[config.mk]
export PLATFORM = sky130hd
export DESIGN_NAME = qoi_pixel_encoder_core_flat
export DESIGN_NICKNAME = d
export VERILOG_FILES = /design/src/rtl/qpe_pkg.sv /design/src/rtl/qpe_intf.sv /design/src/rtl/qoi_pixel_encoder_core.sv /design/src/flat_wrapper.sv
export SDC_FILE = /design/constraint.sdc
export NUM_CORES = 2
export LEC_CHECK = 0
export CORE_UTILIZATION = 30
export DETAILED_ROUTE_END_ITERATION = 8
export DONT_BUFFER_PORTS = 1
export PLACE_DENSITY_LB_ADDON = 0.25
export SLEW_MARGIN = 30
export SYNTH_ARGS = -nofsm -noshare
export SYNTH_HDL_FRONTEND = slang
export SYNTH_SLANG_ARGS = --single-unit
[constraint.sdc]
create_clock -name clock -period 18.8 [get_ports clock]
set_input_delay 0.94 -clock clock [delete_from_list [all_inputs] [get_ports clock]]
set_output_delay 0.94 -clock clock [all_outputs]
set_load 0.005 [all_outputs]
[src/rtl/qpe_pkg.sv]
// ----------------------------------------------------------------------------
// qpe_pkg
// Shared types, opcodes and the color hash for the QOI pixel encoder.
// ----------------------------------------------------------------------------
`default_nettype none

package qpe_pkg;

   // pixel and table geometry
   localparam int unsigned ChanWidth    = 8;
   localparam int unsigned SlotWidth    = 6;
   localparam int unsigned TableDepth   = 64;
   localparam int unsigned RunWidth     = 6;
   localparam int unsigned MaxBytes     = 6;
   localparam int unsigned ByteIdxWidth = 3;

   // configuration port
   localparam int unsigned CsrAddrWidth = 3;
   localparam int unsigned CsrDataWidth = 32;
   localparam int unsigned CcWidth      = 3;

   // register index taken from paddr[2]
   localparam logic REG_CHANNEL_COUNT = 1'b0;

   localparam logic [CcWidth-1:0] CC_RESET = 3'd4;
   localparam logic [CcWidth-1:0] CC_RGB   = 3'd3;

   localparam logic [ChanWidth-1:0] ALPHA_OPAQUE = 8'hFF;

   // chunk opcodes
   localparam logic [ChanWidth-1:0] OP_INDEX = 8'h00;
   localparam logic [ChanWidth-1:0] OP_DIFF  = 8'h40;
   localparam logic [ChanWidth-1:0] OP_LUMA  = 8'h80;
   localparam logic [ChanWidth-1:0] OP_RUN   = 8'hC0;
   localparam logic [ChanWidth-1:0] OP_RGB   = 8'hFE;
   localparam logic [ChanWidth-1:0] OP_RGBA  = 8'hFF;

   localparam logic [RunWidth-1:0] RUN_LIMIT = 6'd62;

   typedef struct packed {
      logic [ChanWidth-1:0] red;
      logic [ChanWidth-1:0] green;
      logic [ChanWidth-1:0] blue;
      logic [ChanWidth-1:0] alpha;
   } pixel_type;

   localparam pixel_type PIXEL_RESET = '{red: 8'd0, green: 8'd0, blue: 8'd0,
                                         alpha: 8'hFF};

   // (r*3 + g*5 + b*7 + a*11) mod 64, built from shifts of the low bits
   function automatic logic [SlotWidth-1:0] hash_slot(input pixel_type px);
      logic [SlotWidth-1:0] sum;
      sum = {px.red[4:0], 1'b0} + px.red[5:0]
          + {px.green[3:0], 2'b00} + px.green[5:0]
          + {px.blue[2:0], 3'b000} - px.blue[5:0]
          + {px.alpha[2:0], 3'b000} + {px.alpha[4:0], 1'b0} + px.alpha[5:0];
      return sum;
   endfunction

endpackage : qpe_pkg

`default_nettype wire

[src/rtl/qpe_intf.sv]
// ----------------------------------------------------------------------------
// qpe channel interfaces
// Pixel request channel and chunk byte response channel, valid/ready.
// ----------------------------------------------------------------------------
`default_nettype none

interface qpe_pix_if;
   import qpe_pkg::*;

   logic                 valid;
   logic                 ready;
   logic [ChanWidth-1:0] red;
   logic [ChanWidth-1:0] green;
   logic [ChanWidth-1:0] blue;
   logic [ChanWidth-1:0] alpha;
   logic                 end_of_image;

   modport source (output valid, red, green, blue, alpha, end_of_image,
                   input ready);
   modport sink   (input valid, red, green, blue, alpha, end_of_image,
                   output ready);
endinterface : qpe_pix_if

interface qpe_byte_if;
   import qpe_pkg::*;

   logic                 valid;
   logic                 ready;
   logic [ChanWidth-1:0] out_byte;
   logic                 last_byte;

   modport source (output valid, out_byte, last_byte, input ready);
   modport sink   (input valid, out_byte, last_byte, output ready);
endinterface : qpe_byte_if

`default_nettype wire

[src/rtl/qoi_pixel_encoder_core.sv]
// ----------------------------------------------------------------------------
// qoi_pixel_encoder_core
// Path: an accepted pixel is registered into the encode stage, and its chunk
//   bytes are registered into the output serializer before they reach rsp.
// Throughput: one pixel per cycle while each pixel yields at most one byte and
//   rsp is ready; the port moves one byte per cycle, so a pixel with more bytes
//   holds the pipe until it is done. The hash table memory is read once per pixel.
// Reset: synchronous; previous pixel to opaque black, run count to zero,
//   channel_count to 4, all 64 table entries read as zero until written.
// ----------------------------------------------------------------------------
`default_nettype none

module qoi_pixel_encoder_core (
   input  wire logic                          clock,
   input  wire logic                          reset,
   qpe_pix_if.sink                            req_pix,
   qpe_byte_if.source                         rsp_chunk,
   input  wire logic                          csr_psel,
   input  wire logic                          csr_penable,
   input  wire logic                          csr_pwrite,
   input  wire logic [qpe_pkg::CsrAddrWidth-1:0] csr_paddr,
   input  wire logic [qpe_pkg::CsrDataWidth-1:0] csr_pwdata,
   output logic      [qpe_pkg::CsrDataWidth-1:0] csr_prdata,
   output logic                               csr_pready
);
   import qpe_pkg::*;

   // configuration register
   logic [CcWidth-1:0] cc_ff, cc_in;
   logic               csr_wr;

   // incoming pixel
   pixel_type            in_pix;
   logic [SlotWidth-1:0] rd_slot;
   logic                 req_fire;

   // table memory and its valid bits
   logic [31:0]           tbl_mem [TableDepth];
   logic [31:0]           tbl_q_ff;
   logic [TableDepth-1:0] tbl_vld_ff, tbl_vld_in;
   logic                  vld_q_ff;
   logic                  wr_en;
   logic                  fwd_hit_ff;
   pixel_type             fwd_data_ff;

   // encode stage
   logic                 s1_valid_ff, s1_valid_in;
   pixel_type            s1_pix_ff;
   logic                 s1_eoi_ff;
   logic [SlotWidth-1:0] s1_slot_ff;
   logic                 s1_adv;

   // encoder state
   pixel_type           prev_ff, prev_in;
   logic [RunWidth-1:0] run_ff, run_in;

   // encode results
   pixel_type              entry;
   logic                   same, hit, alpha_same;
   logic [RunWidth-1:0]    run_inc;
   logic signed [7:0]      dr, dg, db;
   logic signed [8:0]      drg, dbg;
   logic                   is_diff, is_luma;
   logic                   run_emit;
   logic [ChanWidth-1:0]   run_byte;
   logic [ChanWidth-1:0]   chunk [MaxBytes-1];
   logic [ByteIdxWidth-1:0] chunk_len;
   logic [ChanWidth-1:0]   enc_bytes [MaxBytes];
   logic [ByteIdxWidth-1:0] enc_cnt;

   // output serializer
   logic [ChanWidth-1:0]    ob_ff [MaxBytes];
   logic [ByteIdxWidth-1:0] ob_cnt_ff;
   logic [ByteIdxWidth-1:0] ob_idx_ff, ob_idx_in;
   logic                    ob_valid_ff, ob_valid_in;
   logic                    ob_last, ob_free, rsp_fire;

   // apb register access
   assign csr_pready = 1'b1;
   assign csr_wr     = csr_psel && csr_penable && csr_pwrite
                       && (csr_paddr[2] == REG_CHANNEL_COUNT);
   assign cc_in      = csr_wr ? csr_pwdata[CcWidth-1:0] : cc_ff;

   always_comb begin
      csr_prdata = '0;
      if (csr_paddr[2] == REG_CHANNEL_COUNT) begin
         csr_prdata = {{(CsrDataWidth-CcWidth){1'b0}}, cc_ff};
      end
   end

   // alpha forcing and hash of the arriving pixel
   always_comb begin
      in_pix.red   = req_pix.red;
      in_pix.green = req_pix.green;
      in_pix.blue  = req_pix.blue;
      in_pix.alpha = (cc_ff == CC_RGB) ? ALPHA_OPAQUE : req_pix.alpha;
   end

   assign rd_slot       = hash_slot(in_pix);
   assign req_pix.ready = !s1_valid_ff || s1_adv;
   assign req_fire      = req_pix.valid && req_pix.ready;

   // table memory, read-first, one read and one write port
   always_ff @(posedge clock) begin
      if (wr_en) begin
         tbl_mem[s1_slot_ff] <= s1_pix_ff;
      end
      if (req_fire) begin
         tbl_q_ff <= tbl_mem[rd_slot];
      end
   end

   // valid bits and write forwarding for a same-slot read in the same cycle
   always_comb begin
      tbl_vld_in = tbl_vld_ff;
      if (wr_en) begin
         tbl_vld_in[s1_slot_ff] = 1'b1;
      end
   end

   always_ff @(posedge clock) begin
      if (req_fire) begin
         vld_q_ff    <= tbl_vld_ff[rd_slot];
         fwd_hit_ff  <= wr_en && (s1_slot_ff == rd_slot);
         fwd_data_ff <= s1_pix_ff;
         s1_pix_ff   <= in_pix;
         s1_eoi_ff   <= req_pix.end_of_image;
         s1_slot_ff  <= rd_slot;
      end
   end

   assign entry = fwd_hit_ff ? fwd_data_ff : (vld_q_ff ? pixel_type'(tbl_q_ff) : '0);

   // channel differences against the previous pixel
   assign same       = (s1_pix_ff == prev_ff);
   assign hit        = (entry == s1_pix_ff);
   assign alpha_same = (s1_pix_ff.alpha == prev_ff.alpha);
   assign run_inc    = run_ff + 1'b1;
   assign dr         = s1_pix_ff.red   - prev_ff.red;
   assign dg         = s1_pix_ff.green - prev_ff.green;
   assign db         = s1_pix_ff.blue  - prev_ff.blue;
   assign drg        = {dr[7], dr} - {dg[7], dg};
   assign dbg        = {db[7], db} - {dg[7], dg};
   assign is_diff    = (dr >= -8'sd2) && (dr <= 8'sd1) && (dg >= -8'sd2) && (dg <= 8'sd1)
                       && (db >= -8'sd2) && (db <= 8'sd1);
   assign is_luma    = (dg >= -8'sd32) && (dg <= 8'sd31) && (drg >= -9'sd8)
                       && (drg <= 9'sd7) && (dbg >= -9'sd8) && (dbg <= 9'sd7);

   // run handling and chunk selection
   always_comb begin
      run_in    = run_ff;
      run_emit  = 1'b0;
      run_byte  = OP_RUN;
      chunk_len = '0;
      for (int i = 0; i < MaxBytes - 1; i++) begin
         chunk[i] = '0;
      end

      if (same) begin
         run_in = run_inc;
         if ((run_inc == RUN_LIMIT) || s1_eoi_ff) begin
            run_emit = 1'b1;
            run_byte = OP_RUN | {2'b00, run_ff};
            run_in   = '0;
         end
      end else begin
         run_in   = '0;
         run_emit = (run_ff != '0);
         run_byte = OP_RUN | {2'b00, run_ff - 1'b1};
         if (hit) begin
            chunk[0]  = OP_INDEX | {2'b00, s1_slot_ff};
            chunk_len = 3'd1;
         end else if (alpha_same) begin
            if (is_diff) begin
               chunk[0]  = OP_DIFF | {2'b00, dr[1:0] + 2'd2, dg[1:0] + 2'd2,
                                      db[1:0] + 2'd2};
               chunk_len = 3'd1;
            end else if (is_luma) begin
               chunk[0]  = OP_LUMA | {2'b00, dg[5:0] + 6'd32};
               chunk[1]  = {drg[3:0] + 4'd8, dbg[3:0] + 4'd8};
               chunk_len = 3'd2;
            end else begin
               chunk[0]  = OP_RGB;
               chunk[1]  = s1_pix_ff.red;
               chunk[2]  = s1_pix_ff.green;
               chunk[3]  = s1_pix_ff.blue;
               chunk_len = 3'd4;
            end
         end else begin
            chunk[0]  = OP_RGBA;
            chunk[1]  = s1_pix_ff.red;
            chunk[2]  = s1_pix_ff.green;
            chunk[3]  = s1_pix_ff.blue;
            chunk[4]  = s1_pix_ff.alpha;
            chunk_len = 3'd5;
         end
      end
   end

   // byte list: optional run byte ahead of the chunk
   always_comb begin
      enc_bytes[MaxBytes-1] = '0;
      if (run_emit) begin
         enc_bytes[0] = run_byte;
         for (int i = 0; i < MaxBytes - 1; i++) begin
            enc_bytes[i+1] = chunk[i];
         end
         enc_cnt = chunk_len + 1'b1;
      end else begin
         for (int i = 0; i < MaxBytes - 1; i++) begin
            enc_bytes[i] = chunk[i];
         end
         enc_cnt = chunk_len;
      end
   end

   // stage advance and state write-back
   assign s1_adv      = s1_valid_ff && ((enc_cnt == '0) || ob_free);
   assign s1_valid_in = req_fire || (s1_valid_ff && !s1_adv);
   assign wr_en       = s1_adv && !same && !hit;
   assign prev_in     = (s1_adv && !same) ? s1_pix_ff : prev_ff;

   // output serializer, one byte per transfer
   assign ob_last   = (ob_idx_ff == ob_cnt_ff - 1'b1);
   assign rsp_fire  = rsp_chunk.valid && rsp_chunk.ready;
   assign ob_free   = !ob_valid_ff || (rsp_chunk.ready && ob_last);

   assign rsp_chunk.valid     = ob_valid_ff;
   assign rsp_chunk.out_byte  = ob_ff[ob_idx_ff];
   assign rsp_chunk.last_byte = ob_last;

   always_comb begin
      ob_valid_in = ob_valid_ff;
      ob_idx_in   = ob_idx_ff;
      if (s1_adv && (enc_cnt != '0)) begin
         ob_valid_in = 1'b1;
         ob_idx_in   = '0;
      end else if (rsp_fire) begin
         if (ob_last) begin
            ob_valid_in = 1'b0;
         end else begin
            ob_idx_in = ob_idx_ff + 1'b1;
         end
      end
   end

   always_ff @(posedge clock) begin
      if (s1_adv && (enc_cnt != '0)) begin
         ob_ff     <= enc_bytes;
         ob_cnt_ff <= enc_cnt;
      end
   end

   // control registers
   always_ff @(posedge clock) begin
      if (reset) begin
         cc_ff       <= CC_RESET;
         tbl_vld_ff  <= '0;
         s1_valid_ff <= 1'b0;
         prev_ff     <= PIXEL_RESET;
         run_ff      <= '0;
         ob_valid_ff <= 1'b0;
         ob_idx_ff   <= '0;
      end else begin
         cc_ff       <= cc_in;
         tbl_vld_ff  <= tbl_vld_in;
         s1_valid_ff <= s1_valid_in;
         prev_ff     <= prev_in;
         run_ff      <= s1_adv ? run_in : run_ff;
         ob_valid_ff <= ob_valid_in;
         ob_idx_ff   <= ob_idx_in;
      end
   end

endmodule : qoi_pixel_encoder_core

`default_nettype wire
[src/flat_wrapper.sv]
// flat-port wrapper written by rule: the top's interface ports become plain ports
module qoi_pixel_encoder_core_flat import qpe_pkg::*;
  (clock, reset, csr_psel, csr_penable, csr_pwrite, csr_paddr, csr_pwdata, csr_prdata, csr_pready, req_pix_valid, req_pix_red, req_pix_green, req_pix_blue, req_pix_alpha, req_pix_end_of_image, req_pix_ready, rsp_chunk_valid, rsp_chunk_out_byte, rsp_chunk_last_byte, rsp_chunk_ready);
  qpe_pix_if req_pix_i ();
  qpe_byte_if rsp_chunk_i ();
  input  wire logic clock;
  input  wire logic reset;
  input  wire logic csr_psel;
  input  wire logic csr_penable;
  input  wire logic csr_pwrite;
  input  wire logic [qpe_pkg::CsrAddrWidth-1:0] csr_paddr;
  input  wire logic [qpe_pkg::CsrDataWidth-1:0] csr_pwdata;
  output logic      [qpe_pkg::CsrDataWidth-1:0] csr_prdata;
  output logic csr_pready;
  input wire logic [$bits(req_pix_i.valid)-1:0] req_pix_valid;
  input wire logic [$bits(req_pix_i.red)-1:0] req_pix_red;
  input wire logic [$bits(req_pix_i.green)-1:0] req_pix_green;
  input wire logic [$bits(req_pix_i.blue)-1:0] req_pix_blue;
  input wire logic [$bits(req_pix_i.alpha)-1:0] req_pix_alpha;
  input wire logic [$bits(req_pix_i.end_of_image)-1:0] req_pix_end_of_image;
  output wire logic [$bits(req_pix_i.ready)-1:0] req_pix_ready;
  output wire logic [$bits(rsp_chunk_i.valid)-1:0] rsp_chunk_valid;
  output wire logic [$bits(rsp_chunk_i.out_byte)-1:0] rsp_chunk_out_byte;
  output wire logic [$bits(rsp_chunk_i.last_byte)-1:0] rsp_chunk_last_byte;
  input wire logic [$bits(rsp_chunk_i.ready)-1:0] rsp_chunk_ready;
  assign req_pix_i.valid = req_pix_valid;
  assign req_pix_i.red = req_pix_red;
  assign req_pix_i.green = req_pix_green;
  assign req_pix_i.blue = req_pix_blue;
  assign req_pix_i.alpha = req_pix_alpha;
  assign req_pix_i.end_of_image = req_pix_end_of_image;
  assign req_pix_ready = req_pix_i.ready;
  assign rsp_chunk_valid = rsp_chunk_i.valid;
  assign rsp_chunk_out_byte = rsp_chunk_i.out_byte;
  assign rsp_chunk_last_byte = rsp_chunk_i.last_byte;
  assign rsp_chunk_i.ready = rsp_chunk_ready;
  qoi_pixel_encoder_core u_core (.clock(clock), .reset(reset), .req_pix(req_pix_i), .rsp_chunk(rsp_chunk_i), .csr_psel(csr_psel), .csr_penable(csr_penable), .csr_pwrite(csr_pwrite), .csr_paddr(csr_paddr), .csr_pwdata(csr_pwdata), .csr_prdata(csr_prdata), .csr_pready(csr_pready));
endmodule
==> run_results.csv <==
group,metric,value,unit
timing,skew,42.7,ps
finish,n_fill_cell,28800,
power,switching_share,0.344,
power,p_leak,32.6,nW
yosys,synth_compound_area_frac,0.0239,
global_routing,antenna_found_initial,15,
yosys,muxShareOfSynthArea,0.175,
finish,layout.area.seq,68400,sq um
yosys,synth-async-reset-ratio,0,
finish,multiInputGateArea,23300,sq um
critical_path,crit_arrival,9830,ps
power,internal_power,10.8,mW
die,coreArea,309000,sq um
min_path,hold_class,"input port to register",
clock_tree,cts_made_buffers,234,
yosys,synthXorXnorAreaFrac,0.00844,
global_routing,grt_usage,0.164,
finish,syn_to_final_growth,14.1,%
yosys,ys.flop_type,"edfxtp_1",
clock_tree,cts_tree,"done",
status,status,"finished, final reports clean",
power,p_total,16.4,mW
critical_path,critPathKind,"register to register",
yosys,synth_fa_ha_area_frac,0.0123,
clock_tree,clk_latency,880,ps
global_routing,grt_max_degree,147,
global_routing,grt_pass1_wl,362000,um
die,die_y,559,um
timing,hold_violations,0,
timing,setup_viol,0,
die,die_w,559,um
clock_tree,holdBufCountCts,0,
timing,tightestPinTransition,1100,ps
route,first_pass_iters,6,
clock_tree,root_buffer,"clkbuf_16",
timing,rsz0062_at_grt,"false",
clock_tree,cts_setup_buffers,0,
finish,final_nets,4707,
power,p_sw,5.65,mW
route,drt_iter0_markers,4703,
critical_path,start_kind,"register",
critical_path,endpoint_kind,"register",
route,ant_nets,0,
yosys,synth_simple_gate_area_frac,0.0247,
route,drt-vias-per-instance,5.12,
critical_path,critPathMaxFanout,71,
global_routing,grt_pass1_vias,46600,
finish,drive_gt1_frac,0.269,
route,wl_per_cell,29.2,um
yosys,synth_edf_count,2204,
timing,tns,0,ps
finish,layout_commonest_cell,"edfxtp_1",
die,rows,204,
die,initial_utilization,0.302,
critical_path,cp_data_required_time,19290,ps
yosys,synth_cells,4404,
placement,dp.final_hpwl,141000,um
yosys,yosys_warnings,0,
route,vias,45500,
power,power_frac_clock,0.273,
die,ios,119,
timing,whs,141,ps
yosys,syn_area,93000,sq um
placement,gp_congestion,0.783,
finish,final_cell_mix,"2204 x edfxtp_1, 701 x mux4_2, 240 x clkbuf_16",
yosys,synth_seq_cells,2314,
power,combPwrFrac,0.365,
timing,period_share,0.497,
route,wirelength,260000,um
critical_path,critPathSlowestCell,"nor3_2",
placement,port_buffers,0,
timing,max_freq,107,MHz
clock_tree,clock_sink_count,2314,
clock_tree,cts_resized,0,
power,pwr-share-seq,0.362,
critical_path,reg2reg_from,"u_core.s1_pix_ff[9]$_DFFE_PP_",
die,die_area,312000,sq um
min_path,worstHoldStart,"reset",
route,drc_errors,0,
power,power_density,155,nW/um^2
global_routing,overflow,0,
timing,report.final.slew_viol_count,0,
power,vdd_drop_max,0.000203,V
critical_path,setup.worst_path.start,"u_core.s1_pix_ff[9]$_DFFE_PP_",
critical_path,critPathMaxStageDelay,820,ps
critical_path,critical_path.most_common_cell,"buf_4",
job,drv_cap,0,
yosys,synth_top_family_by_area,"multiplexers",
yosys,ys_seq_area_frac,0.735,
clock_tree,clk_pin_slew,60,ps
yosys,synth.distinct_cells,79,
yosys,syn_area_per_cell,21.1,sq um
timing,relSlewSlack,0.266,
timing,min_period,9340,ps
clock_tree,clock_path_buffers,3,
clock_tree,htree_levels,4,
-- cell type report --
class,count,area share
antenna,12,0.000283
clock buffer,289,0.0586
clock inverter,144,0.0102
inverter,174,0.00616
multi-input combinational,1672,0.220
sequential,2314,0.644
tap,4120,0.0486
timing repair buffer,161,0.0125
-- power by group through the flow --
stage | registers (mW) | clock network [mW] | logic, mW
final | 5.93 | 4.48 | 5.99
after global routing | 5.94 | 4.76 | 6.20
after CTS | 5.93 | 4.57 | 6.14
after detailed placement | 6.04 | 0 | 6.13
after global placement | 6.04 | 0 | 6.11
after floorplan | 6.06 | 0 | 3.42
-- cell usage after synthesis, types with 13 or more instances --
cell / count / area share
nand4_1: 19 / 0.0013
nand2b_1: 67 / 0.0045
o22ai_1: 13 / 0.00087
nor2_1: 61 / 0.0025
inv_1: 171 / 0.0069
buf_6: 15 / 0.0018
dfxtp_1: 110 / 0.024
nor4_1: 28 / 0.0019
fa_1: 27 / 0.0058
nand2_1: 90 / 0.0036
nor2b_1: 23 / 0.0015
nor3_1: 72 / 0.0039
edfxtp_1: 2204 / 0.71
o21ai_0: 31 / 0.0017
buf_1: 67 / 0.0027
clkbuf_1: 155 / 0.0063
xor2_1: 19 / 0.0018
ha_1: 48 / 0.0065
a22oi_1: 32 / 0.0026
o32ai_1: 65 / 0.0061
nand3_1: 23 / 0.0012
mux2i_1: 49 / 0.0053
buf_4: 33 / 0.0027
a21oi_1: 36 / 0.0019
and2_1: 13 / 0.00087
xnor2_1: 67 / 0.0063
mux4_2: 701 / 0.17
-- worst max-delay path: cells and delay by family, from the launching register on --
| kind | cells | cell delay, ps |
|---|---|---|
| DFF | 1 | 340 |
| AOI/OAI and AO/OA | 9 | 1680 |
| adders and majority gates | 3 | 1020 |
| and+or+nand+nor | 10 | 3370 |
| buffers and inverters | 5 | 2400 |
-- layer usage --
layer / wire (um) / share of wire / vias up / track usage
met3: 13600 / 0.052 / 320 / 0.0217
met4: 5300 / 0.020 / 8 / 0.0391
li1: - / - / 18600 / -
met1: 112000 / 0.43 / 25200 / 0.224
met5: 48 / 0.00018 / - / 0
met2: 128000 / 0.49 / 1372 / 0.276
-- per-stage QoR --
| stage | std cells | util | worst slack [ps] | cell area, sq um |
|---|---|---|---|---|
| 2_1_floorplan | 4432 | - | 8830 | 93200 |
| 3_5_place_dp | 8439 | 0.320 | 9560 | 98800 |
| 5_1_grt | 8875 | 0.344 | 8960 | 106000 |
| 4_1_cts | 8872 | 0.344 | 9490 | 106000 |
| 6_report | 8886 | 0.344 | 9460 | 106000 |
| 3_3_place_gp | 8438 | 0.320 | 9700 | 98700 |
-- state kept, by name (all words and copies together), names as in the netlist --
| name | count |
|---|---|
| u_core.s1_valid_ff | 1 |
| u_core.ob_ff | 48 |
| u_core.fwd_data_ff | 32 |
| u_core.run_ff | 6 |
| u_core.ob_cnt_ff | 3 |
| u_core.vld_q_ff | 1 |
| u_core.s1_slot_ff | 6 |
| u_core.fwd_hit_ff | 1 |
| u_core.rsp_chunk.valid | 1 |
| u_core.tbl_vld_ff | 64 |
| u_core.prev_ff | 32 |
| u_core.tbl_mem | 2048 |
| u_core.s1_pix_ff | 32 |
| u_core.cc_ff | 3 |
| u_core.s1_eoi_ff | 1 |
| u_core.tbl_q_ff | 32 |
| u_core.ob_idx_ff | 3 |
-- cells by family after synthesis --
kind of cell,Yosys count
flip-flops,2314
multiplexers,751
buffers and inverters,446
AND/OR/NAND/NOR,438
AO/OA/AOI/OAI,290
XOR/XNOR,88
adder cells (fa/ha/maj),75
other,2
-- path summary, 6_finish.rpt --
kind	end	slack (ps)	cells after the start
worst max register to register	u_core.tbl_mem[19][29]$_DFFE_PP_	9460	27
worst max-delay path	u_core.tbl_mem[19][29]$_DFFE_PP_	9460	27
worst min register to register	u_core.tbl_vld_ff[63]$_SDFFE_PP0P_	450	2
worst min-delay path	u_core.cc_ff[1]$_SDFFE_PP0P_	140	1
(Power assumes the default switching activity.)
